## src/hdl/sma_pkg.sv

```systemverilog
// sma_pkg: opcodes, error codes, iterative unit request type and defaults
// for the stack machine ALU. No dependencies.
package sma_pkg;

    localparam int DEF_STACK_DEPTH = 128;
    localparam int DEF_DATA_WIDTH  = 32;

    localparam int MODE_W  = 4;
    localparam int IMM_W   = 32;
    localparam int VALUE_W = 32;
    localparam int ERR_W   = 3;
    localparam int DEPTH_W = 8;
    localparam int S_TDATA_W = 40;   // 36 bits of fields, zero padded
    localparam int M_TDATA_W = 48;   // 44 bits of fields, zero padded

    typedef enum logic [MODE_W-1:0] {
        OP_PUSH   = 4'd0,
        OP_PUSHR  = 4'd1,
        OP_PUSHK  = 4'd2,
        OP_POP    = 4'd3,
        OP_PEEK   = 4'd4,
        OP_KEEP   = 4'd5,
        OP_ADD    = 4'd6,
        OP_SUB    = 4'd7,
        OP_MULT   = 4'd8,
        OP_DIV    = 4'd9,
        OP_SQRT   = 4'd10,
        OP_NOT    = 4'd11,
        OP_OR     = 4'd12,
        OP_AND    = 4'd13,
        OP_MIRROR = 4'd14,
        OP_CLEAR  = 4'd15
    } mode_t;

    typedef enum logic [ERR_W-1:0] {
        ERR_NONE  = 3'd0,
        ERR_FULL  = 3'd1,
        ERR_EMPTY = 3'd2,
        ERR_DIV0  = 3'd3,
        ERR_NEG   = 3'd4
    } err_t;

    typedef enum logic [1:0] {
        IT_MUL  = 2'd0,
        IT_DIV  = 2'd1,
        IT_SQRT = 2'd2
    } iter_op_t;

    typedef struct packed {
        logic     start;
        iter_op_t op;
    } iter_req_t;

endpackage

```

## src/hdl/sma_iter.sv

```systemverilog
// sma_iter: shared iterative unit for multiply (shift-add), signed divide
// (restoring, one quotient bit a cycle) and floor square root (two radicand
// bits a cycle). Depends on sma_pkg.
module sma_iter #(
    parameter int DATA_WIDTH = sma_pkg::DEF_DATA_WIDTH
) (
    input  logic                    aclk,
    input  logic                    aresetn,
    input  sma_pkg::iter_req_t      req,
    input  logic [DATA_WIDTH-1:0]   a,
    input  logic [DATA_WIDTH-1:0]   b,
    output logic                    done,
    output logic [DATA_WIDTH-1:0]   result
);
    localparam int DW   = DATA_WIDTH;
    localparam int HALF = (DW + 1) / 2;
    localparam int EW   = 2 * HALF;
    localparam int RW   = HALF + 2;
    localparam int CNTW = $clog2(DW + 1);

    logic [CNTW-1:0]      cnt_reg;
    logic                 busy_reg;
    logic                 done_reg;
    sma_pkg::iter_op_t    op_reg;
    logic                 neg_reg;
    logic [DW-1:0]        acc_reg;   // product / remainder
    logic [DW-1:0]        opa_reg;   // multiplicand / dividend-quotient
    logic [DW-1:0]        opb_reg;   // multiplier / divisor
    logic [EW-1:0]        rad_reg;
    logic [RW-1:0]        rem_reg;
    logic [HALF-1:0]      root_reg;

    logic [DW-1:0]        ua, ub;
    logic [DW:0]          dtmp;
    logic [RW+1:0]        rtmp, rtrial;

    assign ua = a[DW-1] ? DW'(-a) : a;
    assign ub = b[DW-1] ? DW'(-b) : b;
    assign dtmp   = {acc_reg, opa_reg[DW-1]};
    assign rtmp   = {rem_reg, rad_reg[EW-1:EW-2]};
    assign rtrial = (RW+2)'({root_reg, 2'b01});

    always_ff @(posedge aclk) begin
        if (!aresetn) begin
            busy_reg <= 1'b0;
            done_reg <= 1'b0;
            cnt_reg  <= '0;
        end else begin
            done_reg <= 1'b0;
            if (req.start) begin
                busy_reg <= 1'b1;
                op_reg   <= req.op;
                cnt_reg  <= (req.op == sma_pkg::IT_SQRT) ? CNTW'(HALF) : CNTW'(DW);
                neg_reg  <= a[DW-1] ^ b[DW-1];
                rad_reg  <= EW'(a);
                rem_reg  <= '0;
                root_reg <= '0;
                if (req.op == sma_pkg::IT_DIV) begin
                    acc_reg <= '0;
                    opa_reg <= ua;
                    opb_reg <= ub;
                end else begin
                    acc_reg <= '0;
                    opa_reg <= a;
                    opb_reg <= b;
                end
            end else if (busy_reg) begin
                unique case (op_reg)
                    sma_pkg::IT_MUL: begin
                        if (opb_reg[0]) acc_reg <= acc_reg + opa_reg;
                        opa_reg <= {opa_reg[DW-2:0], 1'b0};
                        opb_reg <= {1'b0, opb_reg[DW-1:1]};
                    end
                    sma_pkg::IT_DIV: begin
                        if (dtmp >= {1'b0, opb_reg}) begin
                            acc_reg <= DW'(dtmp - {1'b0, opb_reg});
                            opa_reg <= {opa_reg[DW-2:0], 1'b1};
                        end else begin
                            acc_reg <= dtmp[DW-1:0];
                            opa_reg <= {opa_reg[DW-2:0], 1'b0};
                        end
                    end
                    default: begin
                        rad_reg <= {rad_reg[EW-3:0], 2'b00};
                        if (rtmp >= rtrial) begin
                            rem_reg  <= RW'(rtmp - rtrial);
                            root_reg <= {root_reg[HALF-2:0], 1'b1};
                        end else begin
                            rem_reg  <= RW'(rtmp);
                            root_reg <= {root_reg[HALF-2:0], 1'b0};
                        end
                    end
                endcase
                cnt_reg <= cnt_reg - 1'b1;
                if (cnt_reg == CNTW'(1)) begin
                    busy_reg <= 1'b0;
                    done_reg <= 1'b1;
                end
            end
        end
    end

    always_comb begin
        case (op_reg)
            sma_pkg::IT_MUL:  result = acc_reg;
            sma_pkg::IT_DIV:  result = neg_reg ? DW'(-opa_reg) : opa_reg;
            default:          result = DW'(root_reg);
        endcase
    end

    assign done = done_reg;

`ifndef SYNTH
    a_no_restart: assert property (@(posedge aclk) disable iff (!aresetn)
        busy_reg |-> !req.start) else $error("iter unit restarted while busy");
    a_done_end: assert property (@(posedge aclk) disable iff (!aresetn)
        done_reg |-> !busy_reg) else $error("iter done while still busy");
    a_done_once: assert property (@(posedge aclk) disable iff (!aresetn)
        done_reg |=> !done_reg) else $error("iter done held two cycles");
`endif

endmodule
```

## config.mk

```make
export PLATFORM = sky130hd
export DESIGN_NAME = sma_iter
export DESIGN_NICKNAME = d
export VERILOG_FILES = /design/src/hdl/sma_pkg.sv /design/src/hdl/sma_iter.sv
export SDC_FILE = /design/constraint.sdc
export NUM_CORES = 1
export LEC_CHECK = 0
export ABC_CLOCK_PERIOD_IN_PS = 11900
export BUFFER_PORTS_ARGS = -buffer_cell sky130_fd_sc_hd__clkbuf_2
export CAP_MARGIN = 15
export CORE_MARGIN = 4
export CORE_UTILIZATION = 60
export CTS_CLUSTER_DIAMETER = 80
export DETAILED_ROUTE_END_ITERATION = 12
export MAX_ROUTING_LAYER = met4
export PLACE_DENSITY = 0.83
export SLEW_MARGIN = 40
export SYNTH_ARGS = -nofsm -noshare
export SYNTH_HDL_FRONTEND = slang
export SYNTH_SLANG_ARGS = --single-unit
```

## constraint.sdc

```tcl
create_clock -name aclk -period 11.9 [get_ports aclk]
set_input_delay 0.595 -clock aclk [delete_from_list [all_inputs] [get_ports aclk]]
set_output_delay 0.595 -clock aclk [all_outputs]
set_load 0.01 [all_outputs]
```

==> metrics.txt <==
# TYPE chip_impl_metric gauge
chip_impl_info{name="outcome",value="completed"} 1
chip_impl_metric{name="achievable-frequency",unit="MHz"} 218
chip_impl_metric{name="cts_htree_levels",unit=""} 4
chip_impl_metric{name="detailed_place_hpwl",unit="um"} 26800
chip_impl_info{name="timing.setup.critical_path_class",value="reg -> out"} 1
chip_impl_metric{name="synth_sequential_area_ratio",unit="%"} 36.6
chip_impl_metric{name="antenna_cells",unit=""} 0
chip_impl_metric{name="wl_per_cell",unit="um"} 18.5
chip_impl_metric{name="regArea",unit="mm2"} 0.00511
chip_impl_metric{name="cts.sinks",unit=""} 173
chip_impl_metric{name="area_of_the_core",unit="mm2"} 0.0228
chip_impl_metric{name="post_synth_xor_area_fraction",unit="%"} 7.96
chip_impl_metric{name="setup-tns-final",unit="ns"} 0
chip_impl_info{name="hp-class",value="in -> reg"} 1
chip_impl_metric{name="clk_pin_slew_worst_paths",unit="ns"} 0.07
chip_impl_metric{name="synthesis_to_finish_area_growth",unit="%"} 10.7
chip_impl_info{name="cts-root-buf",value="sky130_fd_sc_hd__clkbuf_16"} 1
chip_impl_metric{name="max_cap_violations",unit=""} 0
chip_impl_metric{name="yosys.area_share.simple",unit="%"} 15.4
chip_impl_metric{name="multi_input_comb_area",unit="mm2"} 0.00830
chip_impl_metric{name="routabilityCongestion",unit=""} 0.952
chip_impl_metric{name="port_buffers",unit=""} 101
chip_impl_info{name="path_delay_family",value="simple AND/OR/NAND/NOR gates"} 1
chip_impl_metric{name="initial_antenna_violation_count",unit=""} 0
chip_impl_metric{name="routed-via-count",unit=""} 12100
chip_impl_metric{name="crit_buf_inv",unit=""} 1
chip_impl_metric{name="drc",unit=""} 0
chip_impl_metric{name="critical_path_peak_fanout",unit=""} 5
chip_impl_metric{name="r2r_setup_slack",unit="ns"} 7.94
chip_impl_metric{name="synth.cell_area",unit="mm2"} 0.0140
chip_impl_metric{name="min_period",unit="ns"} 4.59
chip_impl_metric{name="fillCellCount",unit=""} 1828
chip_impl_metric{name="maximum_number_of_pins_on_one_net_before_global_route_repair",unit=""} 98
chip_impl_metric{name="grt_pass1_vias",unit=""} 11500
chip_impl_metric{name="cp.required",unit="ns"} 11.31
chip_impl_metric{name="total_power",unit="mW"} 1.96
chip_impl_metric{name="timing.final.crit_share",unit="%"} 38.5
chip_impl_metric{name="horizontal_extent_of_the_die",unit="um"} 161
chip_impl_metric{name="vias_per_cell",unit=""} 6.16
chip_impl_metric{name="fp.dieH",unit="um"} 161
chip_impl_metric{name="post-synth-top-area-fraction",unit="%"} 35.5
chip_impl_info{name="r2r-start",value="opa_reg[31]"} 1
chip_impl_info{name="critical_path.startpoint_type",value="flip-flop"} 1
chip_impl_metric{name="synth.net_count",unit=""} 1730
chip_impl_metric{name="total_of_flip_flops_plus_latches_after_synthesis",unit=""} 173
chip_impl_metric{name="critical-path-max-stage-delay",unit="ns"} 0.48
chip_impl_metric{name="worst-r2r-cell-count",unit=""} 13
chip_impl_metric{name="placed_cells",unit=""} 1933
chip_impl_metric{name="post_cts_buffers",unit=""} 0
chip_impl_metric{name="total_leakage_power",unit="nW"} 6.57
chip_impl_metric{name="ant_nets",unit=""} 0
chip_impl_info{name="hold-path-endpoint",value="op_reg[1]"} 1
chip_impl_metric{name="timing.final.max_slew_violations",unit=""} 0
chip_impl_metric{name="start_util",unit="%"} 61.3
chip_impl_metric{name="grt.total_usage",unit="%"} 28.7
chip_impl_metric{name="hold_viol_final",unit=""} 0
chip_impl_metric{name="first_drt_iteration_drcs",unit=""} 1235
chip_impl_metric{name="final_layout_size_suffix_gt1_share",unit="%"} 11.7
chip_impl_metric{name="clock_tree.buffer_depth",unit=""} 2
chip_impl_metric{name="clk_latency",unit="ns"} 0.43
chip_impl_info{name="regToRegEndpoint",value="acc_reg[28]"} 1
chip_impl_metric{name="die_area",unit="mm2"} 0.0258
chip_impl_metric{name="cts_resized",unit=""} 0
chip_impl_info{name="synth-main-ff-cell",value="sky130_fd_sc_hd__edfxtp_1"} 1
chip_impl_metric{name="tritoncts.num_buffers",unit=""} 17
chip_impl_info{name="post-synth-top-count-cell",value="sky130_fd_sc_hd__edfxtp_1"} 1
chip_impl_metric{name="post_synth_fa_ha_maj_area_fraction",unit="%"} 7.99
chip_impl_info{name="grt_setup_unrepaired",value="no"} 1
chip_impl_info{name="synth_top_family_by_area",value="compound AO/OA/AOI/OAI gates"} 1
chip_impl_metric{name="post-place-ws",unit="ns"} 7.78
chip_impl_info{name="cp_cell_sequence",value="or3_4, or3_4, or4_4, nand2b_4, or3_1, or3_4, nand2b_4, o31ai_1, xor2_1, a211oi_1, clkbuf_2"} 1
chip_impl_metric{name="synth_enable_flop_cells",unit=""} 165
chip_impl_metric{name="synth_compound_area_share",unit="%"} 21.6
chip_impl_metric{name="synth.mux.area_fraction",unit="%"} 6.07
chip_impl_info{name="clock_tree_from_tritoncts",value="done"} 1
chip_impl_info{name="cp-end-kind",value="output port"} 1
chip_impl_metric{name="final.hold.worst_slack",unit="ns"} 0.403
chip_impl_metric{name="postPlaceCellArea",unit="mm2"} 0.0148
chip_impl_metric{name="synth-async-reset-ratio",unit="%"} 0
chip_impl_metric{name="synth.yosys.warnings",unit=""} 0
chip_impl_metric{name="final_cell_area",unit="mm2"} 0.0155
chip_impl_metric{name="pwr_density_cell",unit="mW/mm2"} 127
chip_impl_metric{name="worst_slack",unit="ns"} 7.31
chip_impl_metric{name="timing.slew.headroom",unit="%"} 45.7
chip_impl_metric{name="final_nets",unit=""} 1796
chip_impl_metric{name="number_of_unique_standard_cell_types_used_by_synthesis",unit=""} 66
chip_impl_metric{name="crit_arrival",unit="ns"} 3.99
chip_impl_metric{name="postSynthAreaPerCell",unit="um2"} 8.88
chip_impl_metric{name="ioPinCount",unit=""} 102
chip_impl_metric{name="placementRows",unit=""} 55
chip_impl_metric{name="timing_worst_slew_pin_value",unit="ns"} 0.814
chip_impl_info{name="yosys-top-cells-area",value="sky130_fd_sc_hd__edfxtp_1 (35%), sky130_fd_sc_hd__ha_1 (7.7%), sky130_fd_sc_hd__a21oi_1 (5.5%)"} 1
chip_impl_metric{name="post_synth_inst_count",unit=""} 1573
chip_impl_metric{name="finish.cell_count_without_fillers",unit=""} 1965
chip_impl_metric{name="max_clock_skew",unit="ns"} 0.0144
chip_impl_metric{name="globalRoute.totalOverflow",unit=""} 0
chip_impl_info{name="hold_path_startpoint",value="req[1]"} 1
chip_impl_metric{name="grt_first_pass_wirelength",unit="um"} 59000
chip_impl_info{name="synthTopCellsByCount",value="sky130_fd_sc_hd__edfxtp_1 (165), sky130_fd_sc_hd__nor2_1 (163), sky130_fd_sc_hd__a21oi_1 (154), sky130_fd_sc_hd__nand2_1 (131), sky130_fd_sc_hd__o21ai_0 (98)"} 1
chip_impl_metric{name="drt_pass1_iterations",unit=""} 5
chip_impl_info{name="worst_path_max_delay_cell",value="sky130_fd_sc_hd__edfxtp_1"} 1
chip_impl_info{name="worst_path_most_repeated_cell",value="sky130_fd_sc_hd__or3_4"} 1
chip_impl_metric{name="utilization",unit="%"} 67.9
chip_impl_metric{name="route.final.wire_length",unit="um"} 36400
chip_impl_info{name="synth.largest_area_cell",value="sky130_fd_sc_hd__edfxtp_1"} 1
chip_impl_metric{name="vdd_drop_max",unit="mV"} 0.0894
chip_impl_metric{name="cts_hold_buffers",unit=""} 0
chip_impl_metric{name="whs_path_depth",unit=""} 1
chip_impl_metric{name="report.final.setup_viol",unit=""} 0
cell families after synthesis:
logic type               count (synthesis)
multiplexers                            82
buffers and inverters                  161
XOR/XNOR                               127
flip-flops                             173
AND/OR/NAND/NOR                        462
adder cells (fa/ha/maj)                 88
AO/OA/AOI/OAI                          480
routing by layer:
layer  GRT usage, %  up-vias  wire (um)
li1               -     5914          -
met1           41.8     5651      16900
met2           42.9      477      16100
met3           3.00       54       2620
met4           7.82        0        762
met5              -        -          0
worst reg2reg max path, delay by kind of cell (launching register included):
| family | cells | cell delay (ns) |
|---|---|---|
| xor+xnor | 1 | 0.12 |
| simple gates | 1 | 0.22 |
| fa+ha+maj | 2 | 0.69 |
| buf+inv | 1 | 0.12 |
| compound gates | 8 | 2.18 |
| flops | 1 | 0.40 |
cells in the final DEF (no fill, tap or decap), types with 8 or more instances in the layout:
| master | synthesis | routed |
|---|---|---|
| sky130_fd_sc_hd__edfxtp_1 | 165 | 165 |
| sky130_fd_sc_hd__nor2_1 | 163 | 163 |
| sky130_fd_sc_hd__a21oi_1 | 154 | 154 |
| sky130_fd_sc_hd__nand2_1 | 131 | 131 |
| sky130_fd_sc_hd__clkbuf_2 | 0 | 100 |
| sky130_fd_sc_hd__o21ai_0 | 98 | 98 |
| sky130_fd_sc_hd__inv_1 | 91 | 91 |
| sky130_fd_sc_hd__ha_1 | 86 | 86 |
| sky130_fd_sc_hd__xor2_1 | 67 | 67 |
| sky130_fd_sc_hd__mux2i_1 | 60 | 60 |
| sky130_fd_sc_hd__xnor2_1 | 60 | 60 |
| sky130_fd_sc_hd__a21o_1 | 52 | 52 |
| sky130_fd_sc_hd__a211oi_1 | 37 | 37 |
| sky130_fd_sc_hd__nor3_1 | 27 | 27 |
| sky130_fd_sc_hd__a31oi_1 | 27 | 27 |
| sky130_fd_sc_hd__o211ai_1 | 22 | 22 |
| sky130_fd_sc_hd__and2_1 | 22 | 22 |
| sky130_fd_sc_hd__mux2_2 | 22 | 22 |
| sky130_fd_sc_hd__nand3_1 | 19 | 19 |
| sky130_fd_sc_hd__clkbuf_16 | 0 | 17 |
| sky130_fd_sc_hd__nand4_1 | 15 | 15 |
| sky130_fd_sc_hd__o31ai_1 | 14 | 14 |
| sky130_fd_sc_hd__nand2b_1 | 15 | 14 |
| sky130_fd_sc_hd__nor4_1 | 12 | 12 |
| sky130_fd_sc_hd__o21a_1 | 12 | 12 |
| sky130_fd_sc_hd__nor2b_1 | 11 | 9 |
| sky130_fd_sc_hd__and3_1 | 9 | 9 |
| sky130_fd_sc_hd__or2_2 | 9 | 9 |
| sky130_fd_sc_hd__buf_4 | 0 | 9 |
| sky130_fd_sc_hd__or3_1 | 8 | 8 |
| sky130_fd_sc_hd__o41ai_1 | 9 | 8 |
| sky130_fd_sc_hd__o21bai_1 | 8 | 8 |
| sky130_fd_sc_hd__dfxtp_1 | 8 | 8 |
worst max path at each step:
stage,end,slack (ns),depth (start not counted),start
2_1_floorplan,acc_reg[0],7.20,3,req[2]
3_3_place_gp,result[29],7.86,11,opa_reg[7]
3_5_place_dp,result[29],7.78,11,opa_reg[7]
4_1_cts,result[29],7.31,11,opa_reg[7]
5_1_grt,result[29],7.16,11,opa_reg[7]
6_report,result[29],7.31,11,opa_reg[7]
cell type report:
cell class | instances | share of cell area [%]
clock buffers | 19 | 2.86
clock inverters | 13 | 1.42
inverters | 92 | 2.23
multi-input cells | 1239 | 53.7
flip-flops and latches | 173 | 33.1
well taps | 313 | 2.53
repair buffers | 116 | 4.23
report_power, final:
group	switching (mW)	internal, mW	total [mW]
Combinational	0.327	0.228	0.556
Clock	0.255	0.384	0.639
Sequential	0.0424	0.725	0.767
Total	0.624	1.34	1.96
Note: power is estimated with default switching activity, not from simulation.
